**src/rtl/heightmap_triangle_height_sampler_core_defines.svh**
```systemverilog
// Assertion macros for the heightmap triangle height sampler.
// Used by the top level; expects clk and arst_n in scope.
`ifndef HEIGHTMAP_TRIANGLE_HEIGHT_SAMPLER_CORE_DEFINES_SVH
`define HEIGHTMAP_TRIANGLE_HEIGHT_SAMPLER_CORE_DEFINES_SVH
`ifndef SYNTHESIS
`define HTS_ASSERT(lbl, ante, cons) lbl: assert property (@(posedge clk) \
	disable iff (!arst_n) (ante) |-> (cons)) else $error("hts check failed");
`define HTS_ASSERT_NEXT(lbl, ante, cons) lbl: assert property (@(posedge clk) \
	disable iff (!arst_n) (ante) |=> (cons)) else $error("hts check failed");
`else
`define HTS_ASSERT(lbl, ante, cons)
`define HTS_ASSERT_NEXT(lbl, ante, cons)
`endif
`endif

```
**src/rtl/hts_pkg.sv**
```systemverilog
// Shared types and constants for the heightmap triangle height sampler.
// No dependencies.
package hts_pkg;
	localparam int MAX_COLUMNS = 256;
	localparam int MAX_ROWS = 256;
	localparam int POS_FRAC = 8;
	localparam int STORE_SIZE = MAX_COLUMNS * MAX_ROWS;
	localparam int ADDR_W = $clog2(STORE_SIZE);
	localparam int COL_W = $clog2(MAX_COLUMNS);
	localparam int ROW_W = $clog2(MAX_ROWS);
	localparam int POS_W = 24;
	localparam int HGT_W = 16;
	localparam int DIM_W = 9;
	localparam int IDX_W = 16;
	localparam int PROD_W = HGT_W + 1 + POS_FRAC + 1;
	localparam int SUM_W = PROD_W + 2;
	localparam int QDEPTH = 4;
	localparam int QPTR_W = $clog2(QDEPTH);

	localparam logic [1:0] CFG_GRID_WIDTH = 2'd0;
	localparam logic [1:0] CFG_GRID_DEPTH = 2'd1;
	localparam logic [1:0] CFG_ORIGIN_X = 2'd2;
	localparam logic [1:0] CFG_ORIGIN_Z = 2'd3;

	localparam logic CMD_LOAD = 1'b0;
	localparam logic CMD_QUERY = 1'b1;

	typedef struct packed {
		logic cmd;
		logic [IDX_W-1:0] vertex_index;
		logic signed [HGT_W-1:0] vertex_height;
		logic signed [POS_W-1:0] pos_x;
		logic signed [POS_W-1:0] pos_z;
	} item_t;

	typedef struct packed {
		logic signed [HGT_W-1:0] height;
		logic in_range;
	} result_t;

	// clamped grid size and origin; the user must keep them stable while items are in flight (not enforced)
	typedef struct packed {
		logic [DIM_W-1:0] gw;
		logic [DIM_W-1:0] gd;
		logic signed [POS_W-1:0] origin_x;
		logic signed [POS_W-1:0] origin_z;
	} cfg_t;

	// classified item handed from front to back
	typedef struct packed {
		logic is_query;
		logic ok;
		logic [ADDR_W-1:0] addr;
		logic signed [HGT_W-1:0] wdata;
		logic [POS_FRAC-1:0] fx;
		logic [POS_FRAC-1:0] fz;
	} entry_t;

	typedef struct packed {
		logic push;
		logic pop;
	} q_ctrl_t;

	typedef struct packed {
		logic full;
		logic empty;
	} q_stat_t;
endpackage

```
**src/rtl/hts_queue.sv**
```systemverilog
// Short queue of classified items between front and back end.
// Depends on hts_pkg.
module hts_queue (
	input logic clk,
	input logic arst_n,
	input hts_pkg::q_ctrl_t ctrl,
	output hts_pkg::q_stat_t stat,
	input hts_pkg::entry_t wr_entry,
	output hts_pkg::entry_t rd_entry
);
	hts_pkg::entry_t slots_q [hts_pkg::QDEPTH];
	logic [hts_pkg::QPTR_W-1:0] wr_ptr_q, rd_ptr_q;
	logic [hts_pkg::QPTR_W:0] count_q;
	logic do_push, do_pop;

	assign stat.full = (count_q == (hts_pkg::QPTR_W+1)'(hts_pkg::QDEPTH));
	assign stat.empty = (count_q == '0);
	assign do_push = ctrl.push && !stat.full;
	assign do_pop = ctrl.pop && !stat.empty;
	assign rd_entry = slots_q[rd_ptr_q];

	always_ff @(posedge clk or negedge arst_n) begin
		if (!arst_n) begin
			wr_ptr_q <= '0;
			rd_ptr_q <= '0;
			count_q <= '0;
		end else begin
			if (do_push) wr_ptr_q <= wr_ptr_q + 1'b1;
			if (do_pop) rd_ptr_q <= rd_ptr_q + 1'b1;
			if (do_push && !do_pop) begin
				count_q <= count_q + 1'b1;
			end else if (do_pop && !do_push) begin
				count_q <= count_q - 1'b1;
			end
		end
	end

	always_ff @(posedge clk) begin
		if (do_push) slots_q[wr_ptr_q] <= wr_entry;
	end
endmodule

```
**config.mk**
```make
export PLATFORM = sky130hd
export DESIGN_NAME = hts_queue
export DESIGN_NICKNAME = d
export VERILOG_FILES = /design/src/rtl/heightmap_triangle_height_sampler_core_defines.svh /design/src/rtl/hts_pkg.sv /design/src/rtl/hts_queue.sv
export SDC_FILE = /design/constraint.sdc
export NUM_CORES = 1
export LEC_CHECK = 0
export BUFFER_PORTS_ARGS = -buffer_cell sky130_fd_sc_hd__buf_2
export CORE_MARGIN = 1
export CORE_UTILIZATION = 50
export CTS_CLUSTER_SIZE = 24
export DETAILED_ROUTE_END_ITERATION = 8
export PLACE_DENSITY = 0.75
export SLEW_MARGIN = 20
export SYNTH_ARGS = -nofsm -noshare
export SYNTH_HDL_FRONTEND = slang
export SYNTH_SLANG_ARGS = --single-unit
```
**constraint.sdc**
```tcl
create_clock -name clk -period 2.96 [get_ports clk]
set_clock_uncertainty 0.1 [all_clocks]
set_input_delay 0.148 -clock clk [delete_from_list [all_inputs] [get_ports clk]]
set_output_delay 0.148 -clock clk [all_outputs]
set_load 0.02 [all_outputs]
```
==> metrics.md <==
| Metric | Value |
|---|---|
| Status | `completed` |
| CORE AREA | `0.0151 mm2` |
| Syn Nets | `358` |
| Net count, final | `538` |
| Final Cell Area | `0.00960 mm2` |
| Finish-stage setup viols | `0` |
| Distinct cells, synth | `22` |
| Worst path cell trace | `buf_12 > mux4_1 > buf_2` |
| WL final | `13200 um` |
| Vias in the first global route | `3856` |
| Fmax | `398 MHz` |
| Max cap viols | `0` |
| DR iter-0 viols | `130` |
| ANT nets after route | `0` |
| Pwr Density | `996 mW/mm2` |
| Vias | `3601` |
| Clock latency at the later pin of the worst-skew pair | `0.48 ns` |
| Placer congestion estimate | `0.705` |
| Final Power | `9.56 mW` |
| RSZ-0062 raised after global routing | `no` |
| CP endpoint kind | `primary output` |
| Share of the synthesized area in the top cell type | `77.9%` |
| Fin Hold WS | `0.0514 ns` |
| Slowest-stage cell, CP | `dfrtp_4` |
| VDD IR max | `0.623 mV` |
| Worst slew pin tran | `0.497 ns` |
| Fin. Hold Viols | `0` |
| Maximum clock path buffer count | `3` |
| Commonest non-fill, non-tap cell in the layout | `edfxtp_1` |
| Crit path largest cell delay | `0.68 ns` |
| CTS tree | `yes` |
| Starting Density | `50.9%` |
| Post-synthesis sequential area ratio | `80.2%` |
| CTS Buf Count | `21` |
| Worst Setup Start Kind | `flop` |
| Crit Path Class | `flop to primary output` |
| Ys Warns | `0` |
| Fin Setup TNS | `0 ns` |
| Final Max Slew Viols | `0` |
| Leak pwr | `3.38 nW` |
| Post-Place Cells | `590` |
| Total GRT Usage | `17.3%` |
| DR DRC count | `0` |
| Die Area | `0.0159 mm2` |
| Fill cells | `1035` |
| Area contributors post-synth | `edfxtp_1 78%, mux4_2 14%, dfrtp_1 2.3%` |
| Clock root buffer | `clkbuf_16` |
| Post-Syn Area | `0.00770 mm2` |
| Global-route wire length before repair | `20800 um` |
| Area Growth Syn to Fin | `24.6%` |
| Final period utilization | `85.0%` |
| IO Port Bufs | `105` |
| DP Area | `0.00843 mm2` |
| Relative slew slack | `66.8%` |
| Post-Layout Cell Count | `679` |
| Dpl hpwl | `7680 um` |
| Worst EP required | `2.71 ns` |
| Rows | `45` |
| Tmin final | `2.52 ns` |
| Pre-CTS setup slack | `0.646 ns` |
| Hold Path Class | `primary input to flop` |
| Clk slew on worst S/H paths | `0.06 ns` |
| Die Wd | `126 um` |
| Area leader, netlist | `edfxtp_1` |
| Crit path DAT | `2.27 ns` |
| Layout cells sized above 1 | `41.2%` |
| Post-route setup slack | `0.444 ns` |
| CTS sink cnt | `207` |
| DR vias/cell | `5.30` |
| Grt total ovfl | `0` |
| Initial antenna violation count | `1` |
| Drt pass-1 iters | `4` |
| Wire per inst | `19.5 um` |
| Commonest cells after routing, fill and taps aside | `200 x edfxtp_1, 105 x buf_2, 53 x dlygate4sd3_1` |
| Die Height | `126 um` |
| Synthesized flop and latch total | `207` |
| Post-Syn Instances | `298` |
| Final core occ | `63.4%` |
| I/O pin total | `106` |
| Post-CTS Setup Bufs | `0` |
| H-tree levels | `1` |
| Syn avg cell area | `25.9 um2` |
| Largest net degree at the start of global routing | `29` |
| Worst-path fanout max | `24` |
[cell type report]
cell class	count	area, um2	share of cell area (%)
Clock buffer	24	537	5.59
Antenna cell	1	2.50	0.0261
Inverter	4	15.0	0.156
Timing Repair Buffer	170	1160	12.1
Multi-Input combinational cell	74	1360	14.2
Clock inverter	11	103	1.07
Tap cell	188	235	2.45
Sequential cell	207	6190	64.4
[cells by family after synthesis]
kind of cell               after synthesis  share of synthesized area (%)
DFF                                    207                           80.2
muxes                                   52                           15.1
buffers and inverters                   17                           2.16
and+or+nand+nor                         10                          0.812
xor gates and xnor gates                 6                          0.682
adders and majority gates                6                           1.07
[what timing repair did]
action	in CTS	in global routing
gates resized for setup	0	0
endpoints found under the hold margin	209	0
hold buffers	53	0
[final timing paths]
kind | startpoint | endpoint | slack, ns | depth (start not counted)
max | rd_ptr_q[0] | rd_entry[34] | 0.44 | 3
min in group asynchronous | arst_n | count_q[2] | 0.53 | 3
min reg2reg | count_q[2] | count_q[2] | 0.40 | 1
max in group asynchronous | arst_n | rd_ptr_q[0] | 1.95 | 3
max reg2reg | count_q[2] | count_q[2] | 0.65 | 8
min | ctrl[1] | wr_ptr_q[0] | 0.05 | 3
[flip-flops by register name (all words and copies together), names as in the netlist]
register,cells
count_q,3
wr_ptr_q,2
rd_ptr_q,2
slots_q,200
[worst max-delay path: cells and delay by family (launching register included)]
kind	cells	cell delay [ns]
multiplexers	1	0.62
flip-flops	1	0.68
buffers and inverters	2	0.47
[cell usage after synthesis]
| cell | count |
|---|---|
| edfxtp_1 | 200 |
| mux4_2 | 48 |
| dfrtp_1 | 7 |
| buf_12 | 5 |
| buf_2 | 5 |
| ha_1 | 5 |
| and2_1 | 4 |
| inv_1 | 4 |
| xnor2_1 | 4 |
| buf_6 | 2 |
| mux4_1 | 2 |
| xor2_1 | 2 |
| clkbuf_1 | 1 |
| fa_1 | 1 |
| mux2_2 | 1 |
| mux2_4 | 1 |
| nand2_1 | 1 |
| nand3_1 | 1 |
| nor2_1 | 1 |
| nor2b_1 | 1 |
| nor3b_2 | 1 |
| or3_1 | 1 |
[layer usage]
layer	vias up	track usage (%)	part of all wire (%)
met2	98	28.0	49
met3	21	3.40	4.4
li1	1617	-	-
met1	1865	24.1	45
met4	0	5.53	1.8
met5	-	0	0
[report_power, final]
part | switching [mW] | total [mW] | internal (mW)
registers | 0.225 | 4.11 | 3.88
clock network | 0.997 | 2.46 | 1.47
logic | 1.70 | 2.99 | 1.29
Power figures use the tool's default switching activity.
