`config.mk`:
```
export PLATFORM = sky130hd
export DESIGN_NAME = hts_front
export DESIGN_NICKNAME = d
export VERILOG_FILES = /design/src/rtl/heightmap_triangle_height_sampler_core_defines.svh /design/src/rtl/hts_pkg.sv /design/src/rtl/hts_front.sv
export SDC_FILE = /design/constraint.sdc
export NUM_CORES = 1
export LEC_CHECK = 0
export BUFFER_PORTS_ARGS = -buffer_cell sky130_fd_sc_hd__buf_4
export CAP_MARGIN = 15
export CORE_MARGIN = 2
export CORE_UTILIZATION = 51
export DETAILED_ROUTE_END_ITERATION = 6
export GPL_ROUTABILITY_DRIVEN = 1
export PLACE_DENSITY = 0.79
export REMOVE_ABC_BUFFERS = 1
export SYNTH_ARGS = -nofsm -noshare
export SYNTH_HDL_FRONTEND = slang
export SYNTH_SLANG_ARGS = --single-unit
export TNS_END_PERCENT = 5
```
`constraint.sdc`:
```
create_clock -name clk -period 5.1 [get_ports clk]
set_clock_uncertainty 0.2 [all_clocks]
set_input_delay 0.255 -clock clk [delete_from_list [all_inputs] [get_ports clk]]
set_output_delay 0.255 -clock clk [all_outputs]
set_load 0.005 [all_outputs]
```
`src/rtl/heightmap_triangle_height_sampler_core_defines.svh`:
```
// Assertion macros for the heightmap triangle height sampler.
// Used by the top level; expects clk and arst_n in scope.
`ifndef HEIGHTMAP_TRIANGLE_HEIGHT_SAMPLER_CORE_DEFINES_SVH
`define HEIGHTMAP_TRIANGLE_HEIGHT_SAMPLER_CORE_DEFINES_SVH
`ifndef SYNTHESIS
`define HTS_ASSERT(lbl, ante, cons) lbl: assert property (@(posedge clk) \
	disable iff (!arst_n) (ante) |-> (cons)) else $error("hts check failed");
`define HTS_ASSERT_NEXT(lbl, ante, cons) lbl: assert property (@(posedge clk) \
	disable iff (!arst_n) (ante) |=> (cons)) else $error("hts check failed");
`else
`define HTS_ASSERT(lbl, ante, cons)
`define HTS_ASSERT_NEXT(lbl, ante, cons)
`endif
`endif

```
`src/rtl/hts_pkg.sv`:
```
// Shared types and constants for the heightmap triangle height sampler.
// No dependencies.
package hts_pkg;
	localparam int MAX_COLUMNS = 256;
	localparam int MAX_ROWS = 256;
	localparam int POS_FRAC = 8;
	localparam int STORE_SIZE = MAX_COLUMNS * MAX_ROWS;
	localparam int ADDR_W = $clog2(STORE_SIZE);
	localparam int COL_W = $clog2(MAX_COLUMNS);
	localparam int ROW_W = $clog2(MAX_ROWS);
	localparam int POS_W = 24;
	localparam int HGT_W = 16;
	localparam int DIM_W = 9;
	localparam int IDX_W = 16;
	localparam int PROD_W = HGT_W + 1 + POS_FRAC + 1;
	localparam int SUM_W = PROD_W + 2;
	localparam int QDEPTH = 4;
	localparam int QPTR_W = $clog2(QDEPTH);

	localparam logic [1:0] CFG_GRID_WIDTH = 2'd0;
	localparam logic [1:0] CFG_GRID_DEPTH = 2'd1;
	localparam logic [1:0] CFG_ORIGIN_X = 2'd2;
	localparam logic [1:0] CFG_ORIGIN_Z = 2'd3;

	localparam logic CMD_LOAD = 1'b0;
	localparam logic CMD_QUERY = 1'b1;

	typedef struct packed {
		logic cmd;
		logic [IDX_W-1:0] vertex_index;
		logic signed [HGT_W-1:0] vertex_height;
		logic signed [POS_W-1:0] pos_x;
		logic signed [POS_W-1:0] pos_z;
	} item_t;

	typedef struct packed {
		logic signed [HGT_W-1:0] height;
		logic in_range;
	} result_t;

	// clamped grid size and origin; the user must keep them stable while items are in flight (not enforced)
	typedef struct packed {
		logic [DIM_W-1:0] gw;
		logic [DIM_W-1:0] gd;
		logic signed [POS_W-1:0] origin_x;
		logic signed [POS_W-1:0] origin_z;
	} cfg_t;

	// classified item handed from front to back
	typedef struct packed {
		logic is_query;
		logic ok;
		logic [ADDR_W-1:0] addr;
		logic signed [HGT_W-1:0] wdata;
		logic [POS_FRAC-1:0] fx;
		logic [POS_FRAC-1:0] fz;
	} entry_t;

	typedef struct packed {
		logic push;
		logic pop;
	} q_ctrl_t;

	typedef struct packed {
		logic full;
		logic empty;
	} q_stat_t;
endpackage

```
`src/rtl/hts_front.sv`:
```
// Front end: accepts items, checks the range, computes the cell base address.
// Depends on hts_pkg.
module hts_front (
	input logic clk,
	input logic arst_n,
	input logic start,
	output logic busy,
	input hts_pkg::item_t item,
	input hts_pkg::cfg_t cfg,
	input logic q_full,
	output logic push,
	output hts_pkg::entry_t entry
);
	localparam int LW = hts_pkg::POS_W + 1;
	localparam int CFW = hts_pkg::POS_W - hts_pkg::POS_FRAC;

	logic signed [LW-1:0] lx, lz;
	logic [CFW-1:0] cx_full, cz_full;
	logic ok_x, ok_z, load_ok, accept;

	logic valid_s1;
	logic is_query_s1, ok_s1;
	logic [hts_pkg::COL_W-1:0] cx_s1;
	logic [hts_pkg::ROW_W-1:0] cz_s1;
	logic [hts_pkg::POS_FRAC-1:0] fx_s1, fz_s1;
	logic [hts_pkg::ADDR_W-1:0] idx_s1;
	logic signed [hts_pkg::HGT_W-1:0] wdata_s1;
	logic [hts_pkg::ADDR_W:0] base;

	assign lx = LW'(item.pos_x) - LW'(cfg.origin_x);
	assign lz = LW'(item.pos_z) - LW'(cfg.origin_z);
	assign cx_full = lx[hts_pkg::POS_W-1:hts_pkg::POS_FRAC];
	assign cz_full = lz[hts_pkg::POS_W-1:hts_pkg::POS_FRAC];
	// cell must leave room for the far corner
	assign ok_x = !lx[LW-1] && ((CFW+1)'(cx_full) + (CFW+1)'(1) < (CFW+1)'(cfg.gw));
	assign ok_z = !lz[LW-1] && ((CFW+1)'(cz_full) + (CFW+1)'(1) < (CFW+1)'(cfg.gd));
	assign load_ok = 32'(item.vertex_index) < hts_pkg::STORE_SIZE;

	assign busy = valid_s1 && q_full;
	assign accept = start && !busy;
	assign push = valid_s1 && !q_full;

	always_ff @(posedge clk or negedge arst_n) begin
		if (!arst_n) begin
			valid_s1 <= 1'b0;
		end else if (accept) begin
			valid_s1 <= 1'b1;
		end else if (push) begin
			valid_s1 <= 1'b0;
		end
	end

	always_ff @(posedge clk) begin
		if (accept) begin
			is_query_s1 <= (item.cmd == hts_pkg::CMD_QUERY);
			ok_s1 <= (item.cmd == hts_pkg::CMD_QUERY) ? (ok_x && ok_z) : load_ok;
			cx_s1 <= cx_full[hts_pkg::COL_W-1:0];
			cz_s1 <= cz_full[hts_pkg::ROW_W-1:0];
			fx_s1 <= lx[hts_pkg::POS_FRAC-1:0];
			fz_s1 <= lz[hts_pkg::POS_FRAC-1:0];
			idx_s1 <= item.vertex_index[hts_pkg::ADDR_W-1:0];
			wdata_s1 <= item.vertex_height;
		end
	end

	assign base = (hts_pkg::ADDR_W+1)'(cz_s1 * cfg.gw) + (hts_pkg::ADDR_W+1)'(cx_s1);

	always_comb begin
		entry.is_query = is_query_s1;
		entry.ok = ok_s1;
		entry.addr = is_query_s1 ? base[hts_pkg::ADDR_W-1:0] : idx_s1;
		entry.wdata = wdata_s1;
		entry.fx = fx_s1;
		entry.fz = fz_s1;
	end
endmodule

```
==> results.ini, run 1 <==
[power]
p_comb_frac=0.702
peakVddDrop_mv=0.458
p_per_area_mw_per_mm2=387
sw_frac_of_total=0.402
p_int_mw=2.70
p_total_mw=4.53
seqPwrFrac=0.153
power.switching_mw=1.82
clkPwrFrac=0.145
leakagePower_nw=5.70

[job]
cap_violations=0

[global_route]
gr-max-usage-layer=met2
antenna_found_initial=0
grt_max_degree=37
grt_pass1_wl_um=36300
overflow=0
use_met1=0.292
grt_usage=0.247
first_global_vias=7934
gr-usage-met2=0.459
grt_use_met3=0.0582

[final_layout]
area_delta_synth_final_pct=35.0
nNetsFinal=1568
drive_above_1_share=0.296
n_antenna_cell=0

[clocking]
clock-root-buffer=clkbuf_16
cts_tree=done
clk_pin_slew_worst_paths_ns=0.06
clock_latency_ns=0.35
ctsHtreeMaxLevel=3
clock-sinks=67
cts_buffers=9
cts_max_path_buffers=2

[sta]
fin_crit_ns=5.37
tns_ns=-0.985
setup_viol=6
relSlewSlack=0.279
slew_violations=0
worstMarginPinSlew_ns=1.08
grt_setup_unrepaired=yes
setup_slack_ns=-0.266
whs_ns=0.0836
max_freq_mhz=186
period_share=1.05
hold_viol=0

[worst_hold_path]
min_from=cfg[24]
holdPathStages=3
hold_end=fx_s1[0]
hold_class=input pin to flip-flop

[logic_synthesis]
synth_area_mm2=0.00866
synth_common_cells=169 x inv_1, 102 x ha_1, 86 x nand2_1
async_flop_share=0.0149
synth_cell_types=90
synth_largest_area_cell=edfxtp_1
synthCells=969
seq_area_frac_synth=0.232
synth_edf_count=66
yosysWarnings=0
ys_seq_elements=67
synth_area_per_cell_um2=8.94
synth_top_flop_cell=edfxtp_1
synth.area.top_cells=edfxtp_1 23%, ha_1 15%, fa_1 12%, inv_1 7.3%, xnor2_1 4.2%
synth_top_area_share=0.229
yosysMostFrequentCell=inv_1

[detailed_routing]
dr.pass1.iters=5
wl_um=22200
ant_nets=0
drt_iter0_drc=459
avgRoutedWirePerCell_um=14.9
drcViolationCount=0
vias_per_cell=5.25
vias=7814

[critical_path]
critPathRequiredTime_ns=4.64
timing.rr.end=idx_s1[14]
cp_data_arrival_time_ns=4.91
critPathMaxFanout=5
cp-start-kind=flip-flop
cpMostUsedCell=buf_4
slowest_stage=fa_1
end_kind=primary output
path_class=flip-flop to primary output
reg2regPathDepth=3
crit_chain=buf_4 -> nand2_1 -> fa_1 -> inv_1 -> fa_1 -> inv_2 -> fa_1 -> fa_1 -> inv_2 -> ha_4 -> buf_4 -> inv_1 -> o21ai_2 -> a21oi_2 -> o21ai_2 -> a21oi_2 -> buf_4 -> buf_4 -> buf_4 -> xnor2_1 -> mux2_2 -> buf_4
critPathMaxStageDelay_ns=0.50
r2r-start=valid_s1
r2r_setup_slack_ns=2.59

[outcome]
violations=negative setup slack
status=finished with violations

[die]
rows=47
coreArea_mm2=0.0166
fp.dieW_um=134
fp.dieH_um=134
ioPinCount=203
die_area_mm2=0.0180
start_util=0.522

[place]
place_ws_ns=-0.302
io_buffers=202
dp_hpwl_um=17600
place_congestion=0.934

## layout by cell type (no fill, tap or decap), types with 31 or more instances in the layout
cell type / Yosys / routed
xnor2_1: 42 / 42
edfxtp_1: 66 / 66
inv_1: 169 / 164
ha_1: 102 / 97
nand2_1: 86 / 82
nor2_1: 40 / 40
a21oi_1: 66 / 62
buf_4: 2 / 274
dlygate4sd3_1: 0 / 36
fa_1: 51 / 50
and2_1: 31 / 31
## per-stage QoR
step            util  cell area [µm²]  cells
6_report       0.705            11700   1489
5_1_grt        0.705            11700   1489
4_1_cts        0.699            11600   1483
3_5_place_dp   0.648            10700   1424
3_3_place_gp   0.648            10700   1424
2_1_floorplan      -             8460    937
## critical path, delay by kind of cell (launching register included)
kind,cells,cell delay [ns]
flops,1,0.45
buf+inv,10,0.99
xor+xnor,1,0.13
compound gates,4,0.45
mux,1,0.28
simple gates,1,0.06
fa+ha+maj,5,2.21
## worst max path at each step
stage	startpoint	end	slack [ns]	depth (start not counted)
finish	cz_s1[1]	entry[42]	-0.27	22
global placement	item[0]	ok_s1	-0.20	25
CTS	cz_s1[1]	entry[46]	-0.22	20
global route	cz_s1[1]	entry[42]	-0.45	22
floorplan	item[0]	ok_s1	0.08	23
detailed placement	cz_s1[1]	entry[47]	-0.30	19
## sequential cells by signal, summed over array words and instances (netlist names)
signal / cells
valid_s1: 1
is_query_s1: 1
idx_s1: 16
cx_s1: 8
cz_s1: 8
wdata_s1: 16
fx_s1: 8
fz_s1: 8
ok_s1: 1
## repair_timing
action | 4_1_cts | 5_1_grt
endpoints found under the setup margin | 7 | 8
pin swaps | 37 | 30
endpoints found under the hold margin | 35 | 0
setup buffers | 8 | 6
resized for setup | 34 | 19
hold buffers | 36 | 0
## cell families (layout without fill, tap and decap cells)
kind of cell | Yosys count | count (layout) | synth area share
xor+xnor | 60 | 60 | 0.0676
flops | 67 | 67 | 0.232
compound gates | 201 | 201 | 0.151
mux | 15 | 15 | 0.0192
fa+ha+maj | 153 | 153 | 0.265
buf+inv | 201 | 501 | 0.0961
simple gates | 272 | 272 | 0.169
## cell type report
cell class | instances | area [µm²]
Timing Repair Buffer | 316 | 2480
Clock inverter | 7 | 82.6
Multi-Input combinational cell | 701 | 5980
Inverter | 169 | 634
Sequential cell | 67 | 2010
Clock buffer | 9 | 225
Fill cell | 1288 | 4900
Tap cell | 220 | 275
## per-layer routing
metal	routed length, µm	vias up
met5	0	-
met4	236	0
met3	1490	22
met2	11300	227
met1	9110	3649
li1	-	3916
## power groups by stage
stage	clock (mW)	combinational, mW	sequential, mW
finish	0.657	3.18	0.692
global route	0.690	3.49	0.697
CTS	0.669	2.96	0.693
detailed placement	0	2.59	0.704
global placement	0	2.51	0.702
floorplan	0	1.63	0.707
Note: power is estimated with default switching activity, not from simulation.
==> inputs of run 2 (changes only) <==
- PLACE_DENSITY: 0.79 -> 0.88
==> results.ini, run 2 (synthesis results as in run 1) <==
[die]
fp.dieH_um=134  ; unchanged
start_util=0.522  ; unchanged
coreArea_mm2=0.0166  ; unchanged
die_area_mm2=0.0180  ; unchanged
ioPinCount=203  ; unchanged
fp.dieW_um=134  ; unchanged
rows=47  ; unchanged

[critical_path]
slowest_stage=fa_1
cp-start-kind=flip-flop
critPathMaxFanout=5  ; unchanged
crit_chain=buf_6 -> nand2_1 -> fa_1 -> inv_1 -> fa_1 -> fa_1 -> fa_1 -> ha_1 -> a21boi_4 -> o21ai_2 -> a21boi_2 -> o21ai_2 -> a21oi_2 -> o31ai_2 -> xnor2_1 -> mux2_4 -> buf_6
cpMostUsedCell=fa_1
end_kind=primary output
r2r_setup_slack_ns=2.96  ; +0.37 ns
timing.rr.end=idx_s1[13]
r2r-start=valid_s1
critPathRequiredTime_ns=4.64  ; about the same
reg2regPathDepth=4  ; +1
path_class=flip-flop to primary output
critPathMaxStageDelay_ns=0.61  ; +0.11 ns
cp_data_arrival_time_ns=4.90  ; about the same

[clocking]
cts_tree=done
clock-root-buffer=clkbuf_16
cts_buffers=9  ; unchanged
clock_latency_ns=0.35  ; about the same
clock-sinks=67  ; unchanged
ctsHtreeMaxLevel=3  ; unchanged
clk_pin_slew_worst_paths_ns=0.07  ; about the same
cts_max_path_buffers=2  ; unchanged

[sta]
max_freq_mhz=187  ; +0.26%
whs_ns=0.00625  ; -0.0773 ns
period_share=1.05  ; -0.00273
relSlewSlack=0.512  ; +0.232
hold_viol=0  ; unchanged
worstMarginPinSlew_ns=0.732  ; -0.346 ns
slew_violations=0  ; unchanged
fin_crit_ns=5.35  ; -0.0139 ns
grt_setup_unrepaired=yes
setup_viol=6  ; unchanged
setup_slack_ns=-0.252  ; +0.0139 ns
tns_ns=-0.896  ; +0.0882 ns

[detailed_routing]
avgRoutedWirePerCell_um=15.8  ; +5.9%
vias_per_cell=5.49  ; +4.6%
ant_nets=0  ; unchanged
wl_um=23600  ; +6.3%
drt_iter0_drc=613  ; +34%
dr.pass1.iters=6  ; +1
drcViolationCount=0  ; unchanged
vias=8200  ; +4.9%

[global_route]
overflow=0  ; unchanged
grt_max_degree=38  ; +2.7%
first_global_vias=8321  ; +4.9%
antenna_found_initial=0  ; unchanged
grt_pass1_wl_um=37900  ; +4.5%
grt_usage=0.257  ; +0.0101

[final_layout]
area_delta_synth_final_pct=35.7
nNetsFinal=1573  ; +0.32%
drive_above_1_share=0.303  ; +0.00669
final_cell_mix=279 x buf_4, 163 x inv_1, 96 x ha_1
layout.cells.non_filler=1494  ; +0.34%
n_antenna_cell=0  ; unchanged
final_core_util=0.708  ; +0.00362
final_common_cell=buf_4
fillers=1227  ; -4.7%
reg_top3=idx_s1 (16), wdata_s1 (16)

[power]
p_comb_frac=0.699  ; -0.003
leakagePower_nw=5.72  ; +0.40%
p_per_area_mw_per_mm2=384  ; -0.91%
seqPwrFrac=0.154  ; about the same
power.switching_mw=1.82  ; -0.20%
p_int_mw=2.69  ; -0.53%
clkPwrFrac=0.147  ; +0.002
sw_frac_of_total=0.403  ; +0.000788
peakVddDrop_mv=0.582  ; +27%

[outcome]
violations=negative setup slack
status=finished with violations

[place]
dp_hpwl_um=18000  ; +2.7%
place_congestion=0.916  ; -1.9%
post-place-cells=1424  ; unchanged
io_buffers=202  ; unchanged
place_ws_ns=-0.496  ; -0.194 ns

[worst_hold_path]
hold_class=input pin to asynchronous set/reset pin

[job]
cap_violations=0  ; unchanged

run 2: changes by cell type in the layout (fill, tap and decap cells not counted), sizes merged:
cell         delta
buf             +6
clkinvlp        -1
dlygate4sd3     -1
inv             +1
run 2: metal layers:
metal | GRT usage | wire length [µm] | up-vias
li1 | - | - | 3935
met4 | 0.0848 | 704 | 0
met5 | 0 | 0 | -
met3 | 0.0552 | 1560 | 62
met2 | 0.472 | 12100 | 317
met1 | 0.298 | 9170 | 3886
run 2: cell type report:
type,count,area [µm²],area share
well taps,220,275,0.0234
repair buffers,321,2530,0.216
clock inverters,7,80.1,0.00682
inverters,169,634,0.0540
flip-flops and latches,67,2010,0.171
multi-input cells,701,5990,0.510
clock buffers,9,225,0.0192
run 2: stage by stage:
stage | area [µm²] | total power [mW]
floorplan | 8460 | 2.34
global placement | 10700 | 3.20
detailed placement | 10700 | 3.30
CTS | 11600 | 4.23
global route | 11700 | 4.85
finish | 11700 | 4.51
run 2: power by group through the flow:
stage          sequential [mW]  clock (mW)  combinational [mW]
2_1_floorplan            0.707           0                1.63
3_3_place_gp             0.702           0                2.49
3_5_place_dp             0.705           0                2.60
4_1_cts                  0.693       0.672                2.86
5_1_grt                  0.697       0.693                3.46
6_report                 0.693       0.664                3.15
run 2: what timing repair did:
action	4_1_cts	5_1_grt
setup buffers	14	4
setup endpoints to repair	8	8
hold buffers	35	0
gates cloned	0	0
pin swaps	30	31
endpoints found under the hold margin	35	0
gates resized for setup	33	23
run 2: worst max path at each step:
stage                     startpoint         to  slack, ns  depth (start not counted)
after floorplan              item[0]      ok_s1       0.08                         23
after global placement       item[0]      ok_s1      -0.19                         25
after detailed placement     item[0]      ok_s1      -0.50                         25
after CTS                   cz_s1[0]  entry[47]      -0.24                         23
after global routing        cz_s1[0]  entry[46]      -0.44                         23
final                       cz_s1[0]  entry[47]      -0.25                         17
run 2: critical path: cells and delay by family (launching register included):
kind / cells / cell delay (ns)
AOI/OAI and AO/OA: 6 / 0.99
xor gates and xnor gates: 1 / 0.11
adders and majority gates: 5 / 2.32
buffers and inverters: 3 / 0.31
DFF: 1 / 0.48
muxes: 1 / 0.27
and+or+nand+nor: 1 / 0.06
==> inputs of run 3 (changes only) <==
--- a/config.mk
+++ b/config.mk
@@ -6,8 +6,9 @@
 export NUM_CORES = 1
 export LEC_CHECK = 0
+export ABC_AREA = 1
 export BUFFER_PORTS_ARGS = -buffer_cell sky130_fd_sc_hd__buf_4
 export CAP_MARGIN = 15
 export CORE_MARGIN = 2
-export CORE_UTILIZATION = 51
+export CORE_UTILIZATION = 52
 export DETAILED_ROUTE_END_ITERATION = 6
 export GPL_ROUTABILITY_DRIVEN = 1
==> constraint.sdc (replaced) <==
create_clock -name clk -period 5.1 [get_ports clk]
set_clock_uncertainty 0.2 [all_clocks]
set_input_delay 0.51 -clock clk [delete_from_list [all_inputs] [get_ports clk]]
set_output_delay 0.51 -clock clk [all_outputs]
set_load 0.005 [all_outputs]
==> results.ini, run 3 <==
[sta]
setup_slack_ns=-0.411  ; -0.159 ns
grt_setup_unrepaired=yes
period_share=1.08  ; +0.0312
hold_viol=0  ; unchanged
fin_crit_ns=5.51  ; +0.159 ns
setup_viol=8  ; +2
relSlewSlack=0.485  ; -0.0270
worstMarginPinSlew_ns=0.772  ; +0.0396 ns
tns_ns=-2.09  ; -1.19 ns
max_freq_mhz=181  ; -2.9%
slew_violations=0  ; unchanged

[final_layout]
layout.cells.non_filler=1981  ; +33%
final_common_cell=nand2_1
reg_top3=idx_s1 (16), wdata_s1 (16)
drive_above_1_share=0.254  ; -0.0488
final_core_util=0.685  ; -0.0232
fillers=1512  ; +23%
final_cell_mix=458 x nand2_1, 330 x inv_1, 248 x buf_4
n_antenna_cell=0  ; unchanged
nNetsFinal=2046  ; +30%
area_delta_synth_final_pct=29.0

[power]
leakagePower_nw=7.24  ; +27%
p_per_area_mw_per_mm2=370  ; -3.7%
sw_frac_of_total=0.449  ; +0.0456
clkPwrFrac=0.139  ; -0.008
p_int_mw=2.62  ; -2.6%
p_total_mw=4.75  ; +5.4%
seqPwrFrac=0.145  ; -0.009
peakVddDrop_mv=0.312  ; -46%
power.switching_mw=2.13  ; +17%
p_comb_frac=0.716  ; +0.017

[detailed_routing]
avgRoutedWirePerCell_um=13.9  ; -12%
vias_per_cell=5.10  ; -7.1%
drt_iter0_drc=664  ; +8.3%
dr.pass1.iters=6  ; unchanged
ant_nets=0  ; unchanged
drcViolationCount=0  ; unchanged
wl_um=27500  ; +17%
vias=10104  ; +23%

[logic_synthesis]
synth_common_cells=470 x nand2_1, 349 x inv_1, 102 x ha_1
synth_cell_types=40  ; -56%
yosysMostFrequentCell=nand2_1
synth_largest_area_cell=edfxtp_1
yosysWarnings=0  ; unchanged
async_flop_share=0.0149  ; unchanged
synthCells=1490  ; +54%
synth_area_mm2=0.00997  ; +15%
synth_top_flop_cell=edfxtp_1
synth_edf_count=66  ; unchanged
synth_area_per_cell_um2=6.69  ; -25%
synth.area.top_cells=edfxtp_1 20%, nand2_1 18%, inv_1 13%, ha_1 13%, fa_1 10%
seq_area_frac_synth=0.201  ; -0.0305
synth_top_area_share=0.199  ; -0.0301
ys_seq_elements=67  ; unchanged

[global_route]
grt_pass1_wl_um=42600  ; +13%
grt_usage=0.258  ; +0.000391
overflow=0  ; unchanged
first_global_vias=9790  ; +18%
grt_max_degree=41  ; +7.9%
antenna_found_initial=0  ; unchanged

[critical_path]
end_kind=primary output
cp_data_arrival_time_ns=4.80  ; -0.10 ns
crit_chain=nand2_2 -> fa_1 -> inv_1 -> fa_1 -> inv_2 -> fa_1 -> fa_1 -> inv_2 -> ha_4 -> a21oi_2 -> o21ai_2 -> a21oi_4 -> o21ai_2 -> a21oi_2 -> o21bai_1 -> or2_2 -> a31oi_1 -> buf_4
critPathMaxStageDelay_ns=0.57  ; -0.04 ns
critPathRequiredTime_ns=4.39  ; -0.25 ns
path_class=flip-flop to primary output
cp_top_family=adder cells
cpMostUsedCell=fa_1
slowest_stage=fa_1
worst-path-buf-inv=4  ; +1
r2r_setup_slack_ns=3.10  ; +0.14 ns
critPathMaxFanout=5  ; unchanged
cp-start-kind=flip-flop

[clocking]
cts_tree=done
clk_pin_slew_worst_paths_ns=0.06  ; about the same
clock-sinks=67  ; unchanged
clock_latency_ns=0.34  ; about the same
clock-root-buffer=clkbuf_16
ctsHtreeMaxLevel=3  ; unchanged
cts_buffers=9  ; unchanged
cts_max_path_buffers=2  ; unchanged

[die]
fp.dieH_um=142  ; +6.1%
start_util=0.531  ; +0.00902
rows=50  ; +6.4%
die_area_mm2=0.0203  ; +13%
coreArea_mm2=0.0188  ; +13%
ioPinCount=203  ; unchanged
fp.dieW_um=142  ; +6.1%

[outcome]
violations=negative setup slack
status=finished with violations

[place]
post-place-cells=1937  ; +36%
dp_hpwl_um=21600  ; +20%
io_buffers=202  ; unchanged
place_ws_ns=-0.266  ; +0.230 ns
place_congestion=0.948  ; +3.5%

[job]
cap_violations=0  ; unchanged

[worst_hold_path]
hold_class=input pin to flip-flop

run 3: cell count changes after synthesis, moves of 33 or more:
| cell | change |
|---|---|
| nand2_2 | +33 |
| inv_1 | +180 |
| nand3_1 | +62 |
| nor2_1 | +38 |
| xnor2_1 | -34 |
| nand2_1 | +384 |
run 3: final timing paths:
kind / from / to / cells past startpoint
worst min-delay path: item[52] / wdata_s1[4] / 1
min in group asynchronous: arst_n / valid_s1 / 2
max in group asynchronous: arst_n / valid_s1 / 2
worst min register to register: valid_s1 / valid_s1 / 2
worst max-delay path: cz_s1[6] / entry[46] / 18
worst max register to register: valid_s1 / idx_s1[15] / 5
run 3: per-layer routing:
layer	share of wire	routed length, µm	GRT usage	vias to the layer above
met5	0	0	0	-
met4	0.033	908	0.0974	0
met3	0.068	1870	0.0562	89
met2	0.51	13900	0.472	395
met1	0.39	10800	0.292	4587
li1	-	-	-	5033
run 3: timing repair:
item | 4_1_cts | 5_1_grt
hold endpoints to repair | 1 | 0
gates cloned | 0 | 0
hold buffers | 1 | 0
setup endpoints to repair | 8 | 10
buffers inserted | 12 | 15
pin swaps | 40 | 48
resized for setup | 35 | 59
run 3: area by class of cell:
class / count / area (µm²) / share of cell area
inverters: 370 / 1390 / 0.108
flip-flops and latches: 67 / 2010 / 0.156
repair buffers: 264 / 2070 / 0.161
clock buffers: 9 / 225 / 0.0175
multi-input cells: 1030 / 6790 / 0.528
clock inverters: 7 / 82.6 / 0.00642
well taps: 234 / 293 / 0.0228
run 3: power groups by stage:
stage | clock, mW | sequential (mW) | combinational (mW)
after global placement | 0 | 0.699 | 2.38
final | 0.660 | 0.688 | 3.40
after detailed placement | 0 | 0.700 | 2.50
after global routing | 0.693 | 0.693 | 3.69
after CTS | 0.669 | 0.688 | 2.81
after floorplan | 0 | 0.702 | 1.58
run 3: logic make-up (layout without fill, tap and decap cells):
| family | after synthesis | count (layout) | synth area share |
|---|---|---|---|
| buffers and inverters | 393 | 650 | 0.149 |
| DFF | 67 | 67 | 0.201 |
| adders and majority gates | 153 | 153 | 0.230 |
| and+or+nand+nor | 753 | 753 | 0.341 |
| AOI/OAI and AO/OA | 88 | 88 | 0.0472 |
| xor gates and xnor gates | 36 | 36 | 0.0316 |
run 3: through the flow:
stage	instance area, µm²	hold WS, ns
2_1_floorplan	9870	0.0144
3_3_place_gp	12000	0.0853
3_5_place_dp	12000	0.0859
4_1_cts	12500	0.126
5_1_grt	12900	0.121
6_report	12900	0.136
